## config.mk

```make
export PLATFORM = sky130hd
export DESIGN_NAME = url_form_decoder
export DESIGN_NICKNAME = d
export VERILOG_FILES = /design/src/design/ufd_pkg.sv /design/src/design/ufd_in_reg.sv /design/src/design/ufd_decode.sv /design/src/design/ufd_out_queue.sv /design/src/design/url_form_decoder.sv
export SDC_FILE = /design/constraint.sdc
export NUM_CORES = 1
export LEC_CHECK = 0
export BUFFER_PORTS_ARGS = -buffer_cell sky130_fd_sc_hd__buf_2
export CORE_MARGIN = 2
export CORE_UTILIZATION = 40
export CTS_BUF_LIST = sky130_fd_sc_hd__clkbuf_16
export CTS_CLUSTER_DIAMETER = 40
export DETAILED_ROUTE_END_ITERATION = 12
export HOLD_SLACK_MARGIN = 0.15
export SETUP_SLACK_MARGIN = 0.05
export SYNTH_ARGS = -nofsm -noshare
export SYNTH_HDL_FRONTEND = slang
export SYNTH_HIERARCHICAL = 1
export SYNTH_SLANG_ARGS = --single-unit
```

## constraint.sdc

```tcl
create_clock -name aclk -period 4.46 [get_ports aclk]
set_clock_uncertainty 0.05 [all_clocks]
set_input_delay 0.446 -clock aclk [delete_from_list [all_inputs] [get_ports aclk]]
set_output_delay 0.446 -clock aclk [all_outputs]
set_load 0.01 [all_outputs]
```

## src/design/ufd_pkg.sv

```systemverilog
// Package for the URL form decoder: result word types, decoder constants
// and the hex digit helper functions. No dependencies.
`timescale 1ns / 1ps
`default_nettype none

package ufd_pkg;

    typedef enum logic [1:0] {
        KIND_DATA     = 2'd0,
        KIND_NAME_END = 2'd1,
        KIND_PAIR_END = 2'd2,
        KIND_STR_END  = 2'd3
    } kind_t;

    typedef enum logic [1:0] {
        PH_IDLE   = 2'd0,
        PH_FIRST  = 2'd1,
        PH_SECOND = 2'd2
    } phase_t;

    localparam logic [7:0] CH_PLUS    = 8'h2B;
    localparam logic [7:0] CH_EQUAL   = 8'h3D;
    localparam logic [7:0] CH_AMP     = 8'h26;
    localparam logic [7:0] CH_BAR     = 8'h7C;
    localparam logic [7:0] CH_PERCENT = 8'h25;
    localparam logic [7:0] CH_SPACE   = 8'h20;
    localparam logic [7:0] CH_NUL     = 8'h00;
    localparam logic [7:0] CH_EOF     = 8'hFF;
    localparam logic [7:0] CH_ZERO    = 8'h30;
    localparam logic [7:0] CH_NINE    = 8'h39;
    localparam logic [7:0] CH_UP_A    = 8'h41;
    localparam logic [7:0] CH_UP_F    = 8'h46;
    localparam logic [7:0] CH_LO_A    = 8'h61;
    localparam logic [7:0] CH_LO_F    = 8'h66;
    localparam logic [7:0] HEX_TEN    = 8'd10;

    localparam int QUEUE_DEPTH = 2;

    typedef struct packed {
        logic [7:0] data;
        kind_t      kind;
        logic       last;
    } result_t;

    typedef struct packed {
        logic [1:0] count;
        result_t    r0;
        result_t    r1;
    } dec_t;

    function automatic logic hex_ok(input logic [7:0] c);
        logic ok;
        ok = (c >= CH_ZERO && c <= CH_NINE) || (c >= CH_UP_A && c <= CH_UP_F) ||
             (c >= CH_LO_A && c <= CH_LO_F);
        return ok;
    endfunction

    function automatic logic [3:0] hex_val(input logic [7:0] c);
        logic [7:0] v;
        v = 8'd0;
        if (c >= CH_ZERO && c <= CH_NINE) begin
            v = c - CH_ZERO;
        end else if (c >= CH_LO_A && c <= CH_LO_F) begin
            v = c - CH_LO_A + HEX_TEN;
        end else if (c >= CH_UP_A && c <= CH_UP_F) begin
            v = c - CH_UP_A + HEX_TEN;
        end
        return v[3:0];
    endfunction

endpackage

`default_nettype wire

```

## src/design/ufd_in_reg.sv

```systemverilog
// Input register of the URL form decoder: holds one raw byte until the
// decoder consumes it. Depends on nothing but the clock and reset.
`timescale 1ns / 1ps
`default_nettype none

module ufd_in_reg (
    input  wire logic       aclk,
    input  wire logic       aresetn,
    input  wire logic       s_valid,
    output logic            s_ready,
    input  wire logic [7:0] s_in_byte,
    input  wire logic       consume,
    output logic            hold_valid,
    output logic [7:0]      hold_byte
);

    logic       valid_reg;
    logic       valid_next;
    logic [7:0] byte_reg;

    assign s_ready    = !valid_reg || consume;
    assign hold_valid = valid_reg;
    assign hold_byte  = byte_reg;

    always_comb begin
        valid_next = valid_reg;
        if (s_valid && s_ready) begin
            valid_next = 1'b1;
        end else if (consume) begin
            valid_next = 1'b0;
        end
    end

    always_ff @(posedge aclk) begin
        if (!aresetn) begin
            valid_reg <= 1'b0;
        end else begin
            valid_reg <= valid_next;
        end
    end

    always_ff @(posedge aclk) begin
        if (s_valid && s_ready) begin
            byte_reg <= s_in_byte;
        end
    end

endmodule

`default_nettype wire

```

## src/design/ufd_decode.sv

```systemverilog
// Decoder of the URL form decoder: escape state and the per-byte decode
// into up to two result words. Depends on ufd_pkg.
`timescale 1ns / 1ps
`default_nettype none

module ufd_decode (
    input  wire logic       aclk,
    input  wire logic       aresetn,
    input  wire logic [7:0] in_byte,
    input  wire logic       consume,
    output ufd_pkg::dec_t   dec
);

    ufd_pkg::phase_t phase_reg;
    ufd_pkg::phase_t phase_next;
    logic [3:0]      nibble_reg;
    logic [3:0]      nibble_next;
    logic            is_hex_reg;
    logic            is_hex_next;

    always_comb begin
        dec         = '0;
        dec.r0.kind = ufd_pkg::KIND_DATA;
        dec.r1.kind = ufd_pkg::KIND_DATA;
        phase_next  = ufd_pkg::PH_IDLE;
        nibble_next = nibble_reg;
        is_hex_next = is_hex_reg;
        if ((phase_reg == ufd_pkg::PH_FIRST || phase_reg == ufd_pkg::PH_SECOND) &&
            in_byte == ufd_pkg::CH_NUL) begin
            dec.count   = 2'd2;
            dec.r0      = '{data: ufd_pkg::CH_SPACE, kind: ufd_pkg::KIND_DATA, last: 1'b0};
            dec.r1      = '{data: 8'd0, kind: ufd_pkg::KIND_STR_END, last: 1'b1};
            nibble_next = 4'd0;
            is_hex_next = 1'b0;
        end else begin
            case (phase_reg)
                ufd_pkg::PH_FIRST: begin
                    dec.count   = 2'd0;
                    phase_next  = ufd_pkg::PH_SECOND;
                    nibble_next = ufd_pkg::hex_val(in_byte);
                    is_hex_next = ufd_pkg::hex_ok(in_byte);
                end
                ufd_pkg::PH_SECOND: begin
                    dec.count   = 2'd1;
                    dec.r0.last = 1'b1;
                    dec.r0.data = ufd_pkg::CH_SPACE;
                    if (is_hex_reg && ufd_pkg::hex_ok(in_byte)) begin
                        dec.r0.data = {nibble_reg, ufd_pkg::hex_val(in_byte)};
                    end
                    nibble_next = 4'd0;
                    is_hex_next = 1'b0;
                end
                default: begin
                    dec.count   = 2'd1;
                    dec.r0.last = 1'b1;
                    case (in_byte)
                        ufd_pkg::CH_PLUS: begin
                            dec.r0.data = ufd_pkg::CH_SPACE;
                        end
                        ufd_pkg::CH_EQUAL: begin
                            dec.r0.kind = ufd_pkg::KIND_NAME_END;
                        end
                        ufd_pkg::CH_AMP, ufd_pkg::CH_BAR: begin
                            dec.r0.kind = ufd_pkg::KIND_PAIR_END;
                        end
                        ufd_pkg::CH_NUL, ufd_pkg::CH_EOF: begin
                            dec.r0.kind = ufd_pkg::KIND_STR_END;
                            nibble_next = 4'd0;
                            is_hex_next = 1'b0;
                        end
                        ufd_pkg::CH_PERCENT: begin
                            dec.count   = 2'd0;
                            dec.r0.last = 1'b0;
                            phase_next  = ufd_pkg::PH_FIRST;
                            nibble_next = 4'd0;
                            is_hex_next = 1'b0;
                        end
                        default: begin
                            dec.r0.data = in_byte;
                        end
                    endcase
                end
            endcase
        end
    end

    always_ff @(posedge aclk) begin
        if (!aresetn) begin
            phase_reg  <= ufd_pkg::PH_IDLE;
            nibble_reg <= 4'd0;
            is_hex_reg <= 1'b0;
        end else if (consume) begin
            phase_reg  <= phase_next;
            nibble_reg <= nibble_next;
            is_hex_reg <= is_hex_next;
        end
    end

endmodule

`default_nettype wire

```

## src/design/ufd_out_queue.sv

```systemverilog
// Two-word result queue of the URL form decoder. Takes up to two words per push
// and presents one word per cycle while m_ready is high. Depends on ufd_pkg.
`timescale 1ns / 1ps
`default_nettype none

module ufd_out_queue (
    input  wire logic          aclk,
    input  wire logic          aresetn,
    input  wire logic          push_valid,
    input  wire ufd_pkg::dec_t push_dec,
    output logic               push_ok,
    output logic               m_valid,
    input  wire logic          m_ready,
    output ufd_pkg::result_t   head
);

    localparam logic [2:0] DEPTH = 3'(ufd_pkg::QUEUE_DEPTH);

    logic [1:0]       cnt_reg;
    logic [1:0]       cnt_next;
    ufd_pkg::result_t slot0_reg;
    ufd_pkg::result_t slot0_next;
    ufd_pkg::result_t slot1_reg;
    ufd_pkg::result_t slot1_next;
    logic             pop;
    logic             push;
    logic [1:0]       cnt_after_pop;
    logic [2:0]       cnt_sum;

    assign m_valid       = (cnt_reg != 2'd0);
    assign head          = slot0_reg;
    assign pop           = m_valid && m_ready;
    assign cnt_after_pop = cnt_reg - {1'b0, pop};
    assign cnt_sum       = {1'b0, cnt_after_pop} + {1'b0, push_dec.count};
    assign push_ok       = (cnt_sum <= DEPTH);
    assign push          = push_valid && push_ok;

    always_comb begin
        slot0_next = pop ? slot1_reg : slot0_reg;
        slot1_next = slot1_reg;
        cnt_next   = cnt_after_pop;
        if (push) begin
            cnt_next = cnt_sum[1:0];
            if (cnt_after_pop == 2'd0) begin
                slot0_next = push_dec.r0;
                slot1_next = push_dec.r1;
            end else if (cnt_after_pop == 2'd1) begin
                slot1_next = push_dec.r0;
            end
        end
    end

    always_ff @(posedge aclk) begin
        if (!aresetn) begin
            cnt_reg <= 2'd0;
        end else begin
            cnt_reg <= cnt_next;
        end
    end

    always_ff @(posedge aclk) begin
        slot0_reg <= slot0_next;
        slot1_reg <= slot1_next;
    end

endmodule

`default_nettype wire

```

## src/design/url_form_decoder.sv

```systemverilog
// URL form decoder, top level: decodes a form-urlencoded byte stream into
// data bytes and name, pair and string end markers. Depends on ufd_pkg,
// ufd_in_reg, ufd_decode and ufd_out_queue.
//
// One input word is taken per cycle when the result side keeps up. A byte
// passes the input register, is decoded in the cycle it is held there and
// lands in a two-word result queue, from whose registers its first result
// word is offered. A '%' and the first escape digit give no result. A zero
// byte inside an escape gives two results, a space and then the string end.
`timescale 1ns / 1ps
`default_nettype none

module url_form_decoder (
    input  wire logic       aclk,
    input  wire logic       aresetn,
    input  wire logic       s_valid,
    output logic            s_ready,
    input  wire logic [7:0] s_in_byte,
    output logic            m_valid,
    input  wire logic       m_ready,
    output logic [7:0]      m_out_byte,
    output logic [1:0]      m_kind,
    output logic            m_last
);

    logic             hold_valid;
    logic [7:0]       hold_byte;
    logic             push_ok;
    logic             consume;
    ufd_pkg::dec_t    dec;
    ufd_pkg::result_t head;

    assign consume = hold_valid && push_ok;

    ufd_in_reg u_in_reg (
        .aclk       (aclk),
        .aresetn    (aresetn),
        .s_valid    (s_valid),
        .s_ready    (s_ready),
        .s_in_byte  (s_in_byte),
        .consume    (consume),
        .hold_valid (hold_valid),
        .hold_byte  (hold_byte)
    );

    ufd_decode u_decode (
        .aclk    (aclk),
        .aresetn (aresetn),
        .in_byte (hold_byte),
        .consume (consume),
        .dec     (dec)
    );

    ufd_out_queue u_out_queue (
        .aclk       (aclk),
        .aresetn    (aresetn),
        .push_valid (hold_valid),
        .push_dec   (dec),
        .push_ok    (push_ok),
        .m_valid    (m_valid),
        .m_ready    (m_ready),
        .head       (head)
    );

    assign m_out_byte = head.data;
    assign m_kind     = head.kind;
    assign m_last     = head.last;

`ifndef SYNTH
    a_marker_zero: assert property (@(posedge aclk) disable iff (!aresetn)
        m_valid && m_kind != ufd_pkg::KIND_DATA |-> m_out_byte == 8'd0)
        else $error("marker word carries a nonzero byte");

    a_end_is_last: assert property (@(posedge aclk) disable iff (!aresetn)
        m_valid && m_kind == ufd_pkg::KIND_STR_END |-> m_last)
        else $error("string end word is not flagged last");

    a_pair_follows: assert property (@(posedge aclk) disable iff (!aresetn)
        m_valid && m_ready && !m_last |=> m_valid && m_kind == ufd_pkg::KIND_STR_END)
        else $error("first word of a pair not followed by string end");
`endif

endmodule

`default_nettype wire
```

## After elaboration in Yosys (flattened, before gate mapping)

Cells that the tools add are included.

| operators by class | value |
|---|---|
| $add $sub $neg | 7 |
| magnitude comparators | 7 |
| eq/ne operators | 9 |
| mux-type cells | 31 |
| reduce and logical (&&, ||, !) cells | 26 |

Operators with widths:

| cell | count |
|---|---|
| two-way mux 11 bit | 5 |
| equality test 8 x 6 -> 1 bit, second input constant | 4 |
| one-hot mux 8 bit (2 select lines) | 2 |
| two-way mux 4 bit | 5 |
| >= comparator 8 x 7 -> 1 bit, second input constant | 2 |
| <= comparator 8 x 7 -> 1 bit, second input constant | 2 |
| two-way mux 13 bit | 1 |
| subtractor 4 x 1 -> 4 bit, second input constant | 3 |
| adder 4 bit, second input constant | 2 |
| equality test 8 x 7 -> 1 bit, second input constant | 1 |
| equality test 8 bit, second input constant | 1 |
| >= comparator 8 x 6 -> 1 bit, second input constant | 1 |
| <= comparator 8 x 6 -> 1 bit, second input constant | 1 |
| logical AND 1 bit | 8 |
| zero test 8 bit | 1 |
| two-way mux 8 bit | 1 |
| one-hot mux 4 bit (2 select lines) | 1 |
| two-way mux 1 bit | 7 |
| two-way mux 2 bit | 3 |
| one-hot mux 1 bit (2 select lines) | 3 |
| one-hot mux 2 bit (3 select lines) | 1 |
| nonzero test 2 bit | 3 |
| OR reduction 2 bit | 3 |
| OR reduction 6 bit | 1 |
| other kinds (13) | 18 |

| storage, ports and cells | value |
|---|---|
| bits in registers | 40 |
| bits of input ports | 12 |

## Depth between registers and ports, before layout

Gate-level depths: netlist of run 1.

| depth | value |
|---|---|
| word-level depth | 14 |
| mapped depth | 15 |
| mapped depth without buffers | 14 |

## By module

Netlist of run 1, hierarchy kept.

Modules (own cells, without submodules):

| module | instances | cells each | area an instance (um^2) |
|---|---|---|---|
| ufd_out_queue | 1 | 118 | 1,156.1 |
| ufd_decode | 1 | 119 | 968.4 |
| ufd_in_reg | 1 | 13 | 297.8 |
| url_form_decoder | 1 | 1 | 6.3 |

## Worst setup path after synthesis of run 1

No wires, ideal clock.

| timing path | value |
|---|---|
| kind | reg2reg |
| from | reg u_in_reg.byte_reg[0], in the netlist u_in_reg/hold_byte[0] |
| to | reg u_out_queue/slot1_reg[0] in the netlist's numbering (enable) |
| setup time | 0.383 ns |
| data arrival time | 3.421 ns |
| path slack | 0.607 ns |
| stages on the path, launching flop included | 12 |
| buffers on the path | 2 |
| clock period less this slack | 3.853 ns |
| path through | edfxtp_1 > inv_1 > ha_1 > or3b_2 > or2_2 > nor2_2 > buf_4 > inv_1 > fa_1 > o211ai_2 > buf_2 > a21oi_1 |

RTL lines:

| what | line | RTL |
|---|---|---|
| start, declared | ufd_in_reg.sv:19 | `logic [7:0] byte_reg;` |
| start signal, assigned | ufd_in_reg.sv:44 | `byte_reg <= s_in_byte;` |
| end signal, assigned | ufd_out_queue.sv:63 | `slot1_reg <= slot1_next;` |
| end, declared | ufd_out_queue.sv:23 | `ufd_pkg::result_t slot1_reg;` |

## Worst setup path after layout of run 1

| timing path | value |
|---|---|
| from | reg u_in_reg.byte_reg[0], in the netlist u_in_reg/hold_byte[0] |
| to | out s_ready |

| between the ends | value |
|---|---|
| cells in the longest elaborated chain, start to end | 8 |

Ends and longest elaborated chain:

| what | line | RTL |
|---|---|---|
| equality test 8 x 6 -> 1 bit | ufd_decode.sv:56 | `case (in_byte)` |
| two-way mux 1 bit | ufd_decode.sv:56 |  |
| one-hot mux 1 bit (2 select lines) | ufd_decode.sv:36 | `case (phase_reg)` |
| two-way mux 13 bit (*) | ufd_decode.sv:28 | `if ((phase_reg == ufd_pkg::PH_FIRST \|\| phase_reg == ufd_pkg::PH_SECOND) &&` |
| adder 2 x 2 -> 3 bit (*) | ufd_out_queue.sv:34 | `assign cnt_sum = {1'b0, cnt_after_pop} + {1'b0, push_dec.count};` |
| <= comparator 3 x 2 -> 1 bit (*) | ufd_out_queue.sv:35 | `assign push_ok = (cnt_sum <= DEPTH);` |
| via push_ok | url_form_decoder.sv:28 | `logic push_ok;` |
| logical AND 1 bit (*) | url_form_decoder.sv:33 | `assign consume = hold_valid && push_ok;` |
| via consume | url_form_decoder.sv:29 | `logic consume;` |
| logical OR 1 bit (*) | ufd_in_reg.sv:21 | `assign s_ready = !valid_reg \|\| consume;` |
| end, declared | url_form_decoder.sv:17 | `output logic s_ready,` |

The timed path passes the listed nets; every way through them passes the cells marked *.

==> flow_summary.ini, run 1 <==
[place]
gp_congestion = 0.851
dpl.hpwl_mm = 3.51
io_buffers = 24
dp.cells = 338

[power_and_ir_drop]
ir_drop_uv = 189
cellLeakagePower_nw = 1.17
p_total_mw = 1.01
power.density_nw_per_um2 = 375

[worst_setup_path]
slowest_stage = fa_1
path_class = reg -> out
r2r-start = u_in_reg/hold_byte[0]
cp_max_fo = 7
critical_path.startpoint_type = flop
rrSetupSlack_ns = 0.50
cp.required_ns = 3.96
max_stage_delay_ns = 0.61
cp-startpoint = u_in_reg/hold_byte[0]
worstPathArrival_ns = 3.62
cp-end-kind = primary output
path_cells = inv_1, ha_1, or3b_2, or2_2, nor2_2, inv_1, fa_1, o21a_1, and2_1, nand2b_4, buf_2
r2r-end = u_out_queue/slot1_reg[8]
crit_top_cell = inv_1
reg2regPathDepth = 9

[timing]
setup_viol = 0
hold_viol = 0
rsz0062_at_grt = no
maxSlewHeadroom = 0.282
clock.fmax_mhz = 243
fin_crit_ns = 4.12
worst-slew-pin-transition_ns = 1.08
fin_crit_sh = 0.924
finalSetupTns_ns = 0
slew_viol_final = 0

[global_routing]
grt-ovfl-total = 0
grt_start_max_net_pins = 23
grt_use_total = 0.150
grt_pass1_vias = 1619
grt_pass1_wl_mm = 7.61
antenna_found_initial = 0

[synth]
synth.ff_latch_count = 40
synth_area_leaders = edfxtp_1, dfxtp_1, nand2_1, mux2i_1, ha_1
mappedNetlistArea_um2 = 2430
synth_ff_type = dfxtp_1
synth.most_common_cell = nand2_1
synth_cell_types = 64
synth_top_area_share = 0.235
synth_seq_area_share = 0.408
async_flop_share = 0
synth_warnings = 6
avgSynthCellArea_um2 = 9.68
synthCells = 251
synth_edf_count = 19
synth_top_cell_by_area = edfxtp_1
synth_commonest_cells = nand2_1, dfxtp_1, edfxtp_1

[drt]
first_pass_iters = 4
routed_wl_mm = 4.65
vias = 1759
ant_nets = 0
drt_iter0_markers = 113
drcViolationCount = 0
wire_per_inst_um = 13.4
vias_per_cell = 5.08

[clock_network]
cts_sinks = 40
hold_buffers = 0
cts-root-buf = clkbuf_16
clk-insertion-delay-late_ns = 0.28
cts_buffers = 5
htreeDepth = 2
clk_pin_slew_worst_paths_ns = 0.06
cts_resized = 0
clock_path_buffers = 2
cts_tree = done
cts_setup_buffers = 0

[min_path]
min_path_cells = 1
hp-start = s_in_byte[2]
min_path_type = in -> reg
min_to = u_in_reg/hold_byte[2]

[flow_run]
max-cap-violations = 0

[floorplan]
fp.dieArea_um2 = 6710
start_util = 0.413
pin_count = 25
rows = 28
core_area_um2 = 5890
die_x_um = 81.9
dieHeight_um = 81.9

[final_layout]
final_nets = 292
drive_above_1_share = 0.221
final_cells = 346
areaGrowthSynthToFinish_pct = 10.9
num-fill-cells = 560
antennaDiodeCount = 0

[outcome]
status = complete, no violations
logic make-up after synthesis:
| kind of cell | after synthesis | synth area share |
|---|---|---|
| and+or+nand+nor | 102 | 0.229 |
| DFF | 40 | 0.408 |
| buffers and inverters | 34 | 0.0855 |
| other | 1 | 0.00154 |
| AOI/OAI and AO/OA | 47 | 0.153 |
| adders and majority gates | 10 | 0.0546 |
| muxes | 14 | 0.0577 |
| xor gates and xnor gates | 3 | 0.0108 |
cell usage in the layout (no fill, tap or decap), drive strengths merged, types with 3 or more instances in the layout:
| cell type | count |
|---|---|
| o21ai | 4 |
| clkbuf | 5 |
| nand3 | 8 |
| edfxtp | 19 |
| o22ai | 5 |
| and3 | 3 |
| nand2 | 46 |
| conb | 8 |
| a22o | 3 |
| inv | 13 |
| ha | 9 |
| and2 | 6 |
| dfxtp | 21 |
| nor3 | 13 |
| or2 | 4 |
| nor2 | 8 |
| mux2i | 14 |
| buf | 26 |
| a21oi | 15 |
per-stage QoR:
step | utilization | setup slack, ns | hold WS, ns | cell area [um2]
2_1_floorplan | - | 0.607 | 0.386 | 2450
3_3_place_gp | 0.429 | 0.623 | 0.404 | 2520
3_5_place_dp | 0.429 | 0.521 | 0.415 | 2520
4_1_cts | 0.457 | 0.344 | 0.284 | 2690
5_1_grt | 0.457 | 0.115 | 0.278 | 2690
6_report | 0.457 | 0.341 | 0.287 | 2690
area by class of cell:
cell class              instances  area [um2]  share of cell area
multi-input cells             184        1260               0.467
flip-flops and latches         40         991               0.368
repair buffers                 26         135              0.0502
clock buffers                   5         125              0.0465
well taps                      75        93.8              0.0349
inverters                      13        48.8              0.0181
clock inverters                 3        42.5              0.0158
per-layer routing:
| metal | up-vias | GRT usage | part of all wire |
|---|---|---|---|
| li1 | 908 | - | - |
| met1 | 811 | 0.201 | 0.49 |
| met2 | 33 | 0.234 | 0.46 |
| met3 | 7 | 0.0516 | 0.038 |
| met4 | 0 | 0.0317 | 0.0095 |
| met5 | - | 0 | 0 |
worst max-delay path by stage:
stage | endpoint | slack [ns] | cells after the start
5_1_grt | s_ready | 0.11 | 11
2_1_floorplan | u_out_queue/slot1_reg[0] | 0.61 | 11
3_3_place_gp | u_out_queue/slot1_reg[3] | 0.62 | 9
4_1_cts | s_ready | 0.34 | 11
6_report | s_ready | 0.34 | 11
3_5_place_dp | u_out_queue/slot1_reg[3] | 0.52 | 9
critical path, delay by kind of cell, from the launching register on:
family	cells	cell delay, ns
flops	1	0.47
simple gates	5	1.51
buf+inv	3	0.41
fa+ha+maj	2	0.79
compound gates	1	0.16
where the power goes:
group | switching, mW | total (mW) | internal, mW
Clock | 0.137 | 0.400 | 0.262
Sequential | 0.0232 | 0.451 | 0.428
Combinational | 0.0887 | 0.159 | 0.0704
No activity file was read; power rests on OpenSTA's default activity.
==> run 2: changes to the inputs <==
--- a/config.mk
+++ b/config.mk
@@ -6,6 +6,7 @@
 export NUM_CORES = 1
 export LEC_CHECK = 0
 export BUFFER_PORTS_ARGS = -buffer_cell sky130_fd_sc_hd__buf_2
+export CORE_ASPECT_RATIO = 1.5
 export CORE_MARGIN = 2
 export CORE_UTILIZATION = 40
 export CTS_BUF_LIST = sky130_fd_sc_hd__clkbuf_16
==> flow_summary.ini, run 2 (synthesized netlist as in run 1, its figures left out) <==
[floorplan]
core_area_um2 = 5830
pin_count = 25
fp.dieArea_um2 = 6720
rows = 34
die_x_um = 67.6
dieHeight_um = 99.4
start_util = 0.417

[drt]
vias = 1760
routed_wl_mm = 4.66
first_pass_iters = 4
vias_per_cell = 5.10
ant_nets = 0
drcViolationCount = 0
wire_per_inst_um = 13.5
drt_iter0_markers = 37

[min_path]
min_path_type = in -> reg
min_path_cells = 1
hp-start = s_in_byte[5]
min_to = u_in_reg/hold_byte[5]

[clock_network]
clock_path_buffers = 2
cts_resized = 0
cts_sinks = 40
cts-root-buf = clkbuf_16
htreeDepth = 2
clk-insertion-delay-late_ns = 0.28
hold_buffers = 0
cts_buffers = 5
cts_setup_buffers = 0
cts_tree = done
clk_pin_slew_worst_paths_ns = 0.06

[global_routing]
grt-ovfl-total = 0
grt_pass1_vias = 1786
grt_start_max_net_pins = 23
grt_pass1_wl_mm = 8.15
antenna_found_initial = 0
grt_use_total = 0.159

[flow_run]
max-cap-violations = 0

[final_layout]
multi_input_area_um2 = 1260
areaGrowthSynthToFinish_pct = 11.5
drive_above_1_share = 0.227
antennaDiodeCount = 0
final_common_cell = nand2_1
final_nets = 294
regArea_um2 = 991
final_area_um2 = 2710
num-fill-cells = 557
final_cell_mix = nand2_1, buf_2, dfxtp_1, edfxtp_1, a21oi_1

[worst_setup_path]
slowest_stage = or3b_2
reg2regPathDepth = 9
path_class = reg -> out
cp_max_fo = 7
critical_path.startpoint_type = flop
cp.required_ns = 3.96
r2r-start = u_in_reg/hold_byte[0]
max_stage_delay_ns = 0.49
r2r-end = u_out_queue/slot1_reg[1]
cp-end-kind = primary output
rrSetupSlack_ns = 0.69
worstPathArrival_ns = 3.60
path_cells = inv_1, ha_1, or3b_2, or2_2, nand2_1, mux2i_1, ha_1, inv_1, fa_1, o21a_1, and2_1, nand2b_4, buf_2

[power_and_ir_drop]
power.density_nw_per_um2 = 375
ir_drop_uv = 213
p_total_mw = 1.01
cellLeakagePower_nw = 1.18

[timing]
setup_viol = 0
finalSetupTns_ns = 0
rsz0062_at_grt = no
maxSlewHeadroom = 0.248
slew_viol_final = 0
worst-slew-pin-transition_ns = 1.13
hold_viol = 0
fin_crit_sh = 0.919
fin_crit_ns = 4.10
hold_slack_ns = 0.289
clock.fmax_mhz = 244

[place]
placed_area_um2 = 2540
dpl.hpwl_mm = 3.61
gp_congestion = 0.844
io_buffers = 24

[outcome]
status = complete, no violations
run 2: cell count changes in the layout (fill, tap and decap cells not counted):
cell / before / now
buf_4: 2 / 4
inv_6: 0 / 1
clkinv_2: 1 / 0
run 2: how the worst max path moves through the flow:
stage | from | end | cells after the start
6_report | u_in_reg/hold_byte[0] | s_ready | 13
5_1_grt | u_in_reg/hold_byte[0] | s_ready | 13
4_1_cts | u_in_reg/hold_byte[0] | s_ready | 13
3_5_place_dp | u_in_reg/hold_byte[0] | s_ready | 13
3_3_place_gp | u_in_reg/hold_byte[0] | s_ready | 13
2_1_floorplan | u_in_reg/hold_byte[0] | u_out_queue/slot1_reg[0] | 11
run 2: metal layers:
metal / vias up / wire (um) / GRT usage
li1: 908 / - / -
met1: 807 / 1860 / 0.180
met2: 35 / 2520 / 0.281
met3: 10 / 195 / 0.0339
met4: 0 / 92 / 0.0628
met5: - / 0 / 0
run 2: cell type report:
cell class,count,share of cell area
Sequential cell,40,0.366
Clock buffer,5,0.0462
Timing Repair Buffer,28,0.0555
Inverter,13,0.0180
Tap cell,72,0.0333
Multi-Input combinational cell,184,0.464
Clock inverter,3,0.0171
run 2: where the power goes:
group	internal [mW]	total (mW)	leakage [nW]	switching, mW
registers	0.427	0.449	0.355	0.0214
logic	0.0712	0.160	0.747	0.0892
clock network	0.265	0.406	0.0804	0.140
total	0.764	1.01	1.18	0.251
run 2: critical path: cells and delay by family, from the launching register on:
family / cells / cell delay (ns)
multiplexers: 1 / 0.10
AND/OR/NAND/NOR: 5 / 1.26
buffers and inverters: 3 / 0.38
flip-flops: 1 / 0.47
adder cells (fa/ha/maj): 3 / 0.88
AO/OA/AOI/OAI: 1 / 0.22
run 2: per-stage QoR:
stage / instances / setup WS (ns) / utilization
global route: 345 / 0.177 / 0.465
floorplan: 258 / 0.607 / -
detailed placement: 337 / 0.682 / 0.435
finish: 345 / 0.362 / 0.465
global placement: 337 / 0.740 / 0.435
CTS: 345 / 0.353 / 0.465
==> run 3: changes to the inputs <==
--- a/config.mk
+++ b/config.mk
@@ -6,6 +6,7 @@
 export NUM_CORES = 1
 export LEC_CHECK = 0
 export BUFFER_PORTS_ARGS = -buffer_cell sky130_fd_sc_hd__buf_2
+export CAP_MARGIN = 5
 export CORE_ASPECT_RATIO = 1.5
 export CORE_MARGIN = 2
 export CORE_UTILIZATION = 40
==> constraint.sdc (replaced) <==
create_clock -name aclk -period 3.7 [get_ports aclk]
set_clock_uncertainty 0.05 [all_clocks]
set_input_delay 0.37 -clock aclk [delete_from_list [all_inputs] [get_ports aclk]]
set_output_delay 0.37 -clock aclk [all_outputs]
set_load 0.01 [all_outputs]
==> flow_summary.ini, run 3 (synthesized netlist as in run 1, its figures left out) <==
[power_and_ir_drop]
ir_drop_uv = 287
power.density_nw_per_um2 = 426
p_total_mw = 1.20
cellLeakagePower_nw = 1.25

[global_routing]
grt_use_total = 0.161
grt_pass1_vias = 1757
grt-ovfl-total = 0
antenna_found_initial = 0
grt_start_max_net_pins = 23
grt_pass1_wl_mm = 8.09

[worst_setup_path]
slowest_stage = fa_1
critical-path-top-delay-family = simple AND/OR/NAND/NOR gates
critPathBufInv = 3
cp.required_ns = 3.28
crit_top_cell = ha_1
cp-end-kind = primary output
path_cells = inv_2, ha_1, or3b_4, or2_4, nand2_1, mux2i_2, ha_1, inv_1, fa_1, o21a_1, and2_4, nand2b_4, buf_2
worstPathArrival_ns = 3.08
max_stage_delay_ns = 0.43
path_class = reg -> out
critical_path.startpoint_type = flop
cp_max_fo = 3

[final_layout]
final_area_um2 = 2820
regArea_um2 = 991
final_cells = 360
final_common_cell = nand2_1
drive_above_1_share = 0.281
final_nets = 309
num-fill-cells = 569
final_cell_mix = nand2_1, buf_2, dfxtp_1, buf_4, edfxtp_1
areaGrowthSynthToFinish_pct = 16.2
utilization = 0.484
antennaDiodeCount = 0
multi_input_area_um2 = 1270

[drt]
wl_met2_mm = 2.54
wire_per_inst_um = 13.2
met1_length_mm = 1.97
wl_met3_um = 153
routed_wl_mm = 4.74
vias_per_cell = 4.96
drt_iter0_markers = 63
top_layer = met4
first_pass_iters = 4
ant_nets = 0
vias = 1784
drcViolationCount = 0

[floorplan]
fp.dieArea_um2 = 6720
pin_count = 25
start_util = 0.417
die_x_um = 67.6
dieHeight_um = 99.4
rows = 34
core_area_um2 = 5830

[timing]
finalSetupTns_ns = 0
clock.fmax_mhz = 285
hold_slack_ns = 0.208
fin_crit_sh = 0.947
setup_slack_ns = 0.195
fin_crit_ns = 3.50
maxSlewHeadroom = 0.235
worst-slew-pin-transition_ns = 1.15
setup_viol = 0
rsz0062_at_grt = no
hold_viol = 0
slew_viol_final = 0

[clock_network]
cts_tree = done
clk_pin_slew_worst_paths_ns = 0.06
cts-root-buf = clkbuf_16
clock_path_buffers = 2
hold_buffers = 0
cts_sinks = 40
cts_buffers = 5
htreeDepth = 2
clk-insertion-delay-late_ns = 0.28

[place]
dp.cells = 345
gp_congestion = 0.864
dpl.hpwl_mm = 3.59
post-place-ws_ns = 0.187
io_buffers = 24
placed_area_um2 = 2600

[min_path]
min_path_type = in -> reg

[outcome]
status = complete, no violations

[flow_run]
max-cap-violations = 0
## run 3: power by group
part | internal, mW | switching, mW | leakage [nW]
combinational | 0.0985 | 0.116 | 0.815
sequential | 0.515 | 0.0194 | 0.355
clock | 0.287 | 0.165 | 0.0832
total | 0.900 | 0.301 | 1.25
## run 3: timing repair
item                       CTS  global route
gates resized for setup      3             3
hold endpoints to repair     0             0
pin swaps                    1             2
setup endpoints to repair    1            12
buffers inserted             1             6
## run 3: final timing paths
kind	start	cells past startpoint	endpoint	slack, ns
setup / recovery	u_in_reg/hold_byte[0]	13	s_ready	0.20
hold / removal	s_in_byte[5]	1	u_in_reg/hold_byte[5]	0.21
setup reg to reg	u_in_reg/hold_byte[0]	11	u_out_queue/slot1_reg[8]	0.34
hold reg to reg	u_decode/nibble_reg[0]	2	u_decode/nibble_reg[0]	0.42
## run 3: layout make-up
class | instances | share of cell area
inverter | 13 | 0.0173
multi-input combinational | 184 | 0.450
sequential | 40 | 0.351
timing repair buffer | 43 | 0.0931
tap | 72 | 0.0319
clock inverter | 2 | 0.00310
clock buffer | 6 | 0.0532
## run 3: metal layers
| metal | up-vias | GRT usage |
|---|---|---|
| li1 | 940 | - |
| met1 | 813 | 0.183 |
| met2 | 25 | 0.279 |
| met3 | 6 | 0.0339 |
| met4 | 0 | 0.0722 |
| met5 | - | 0 |
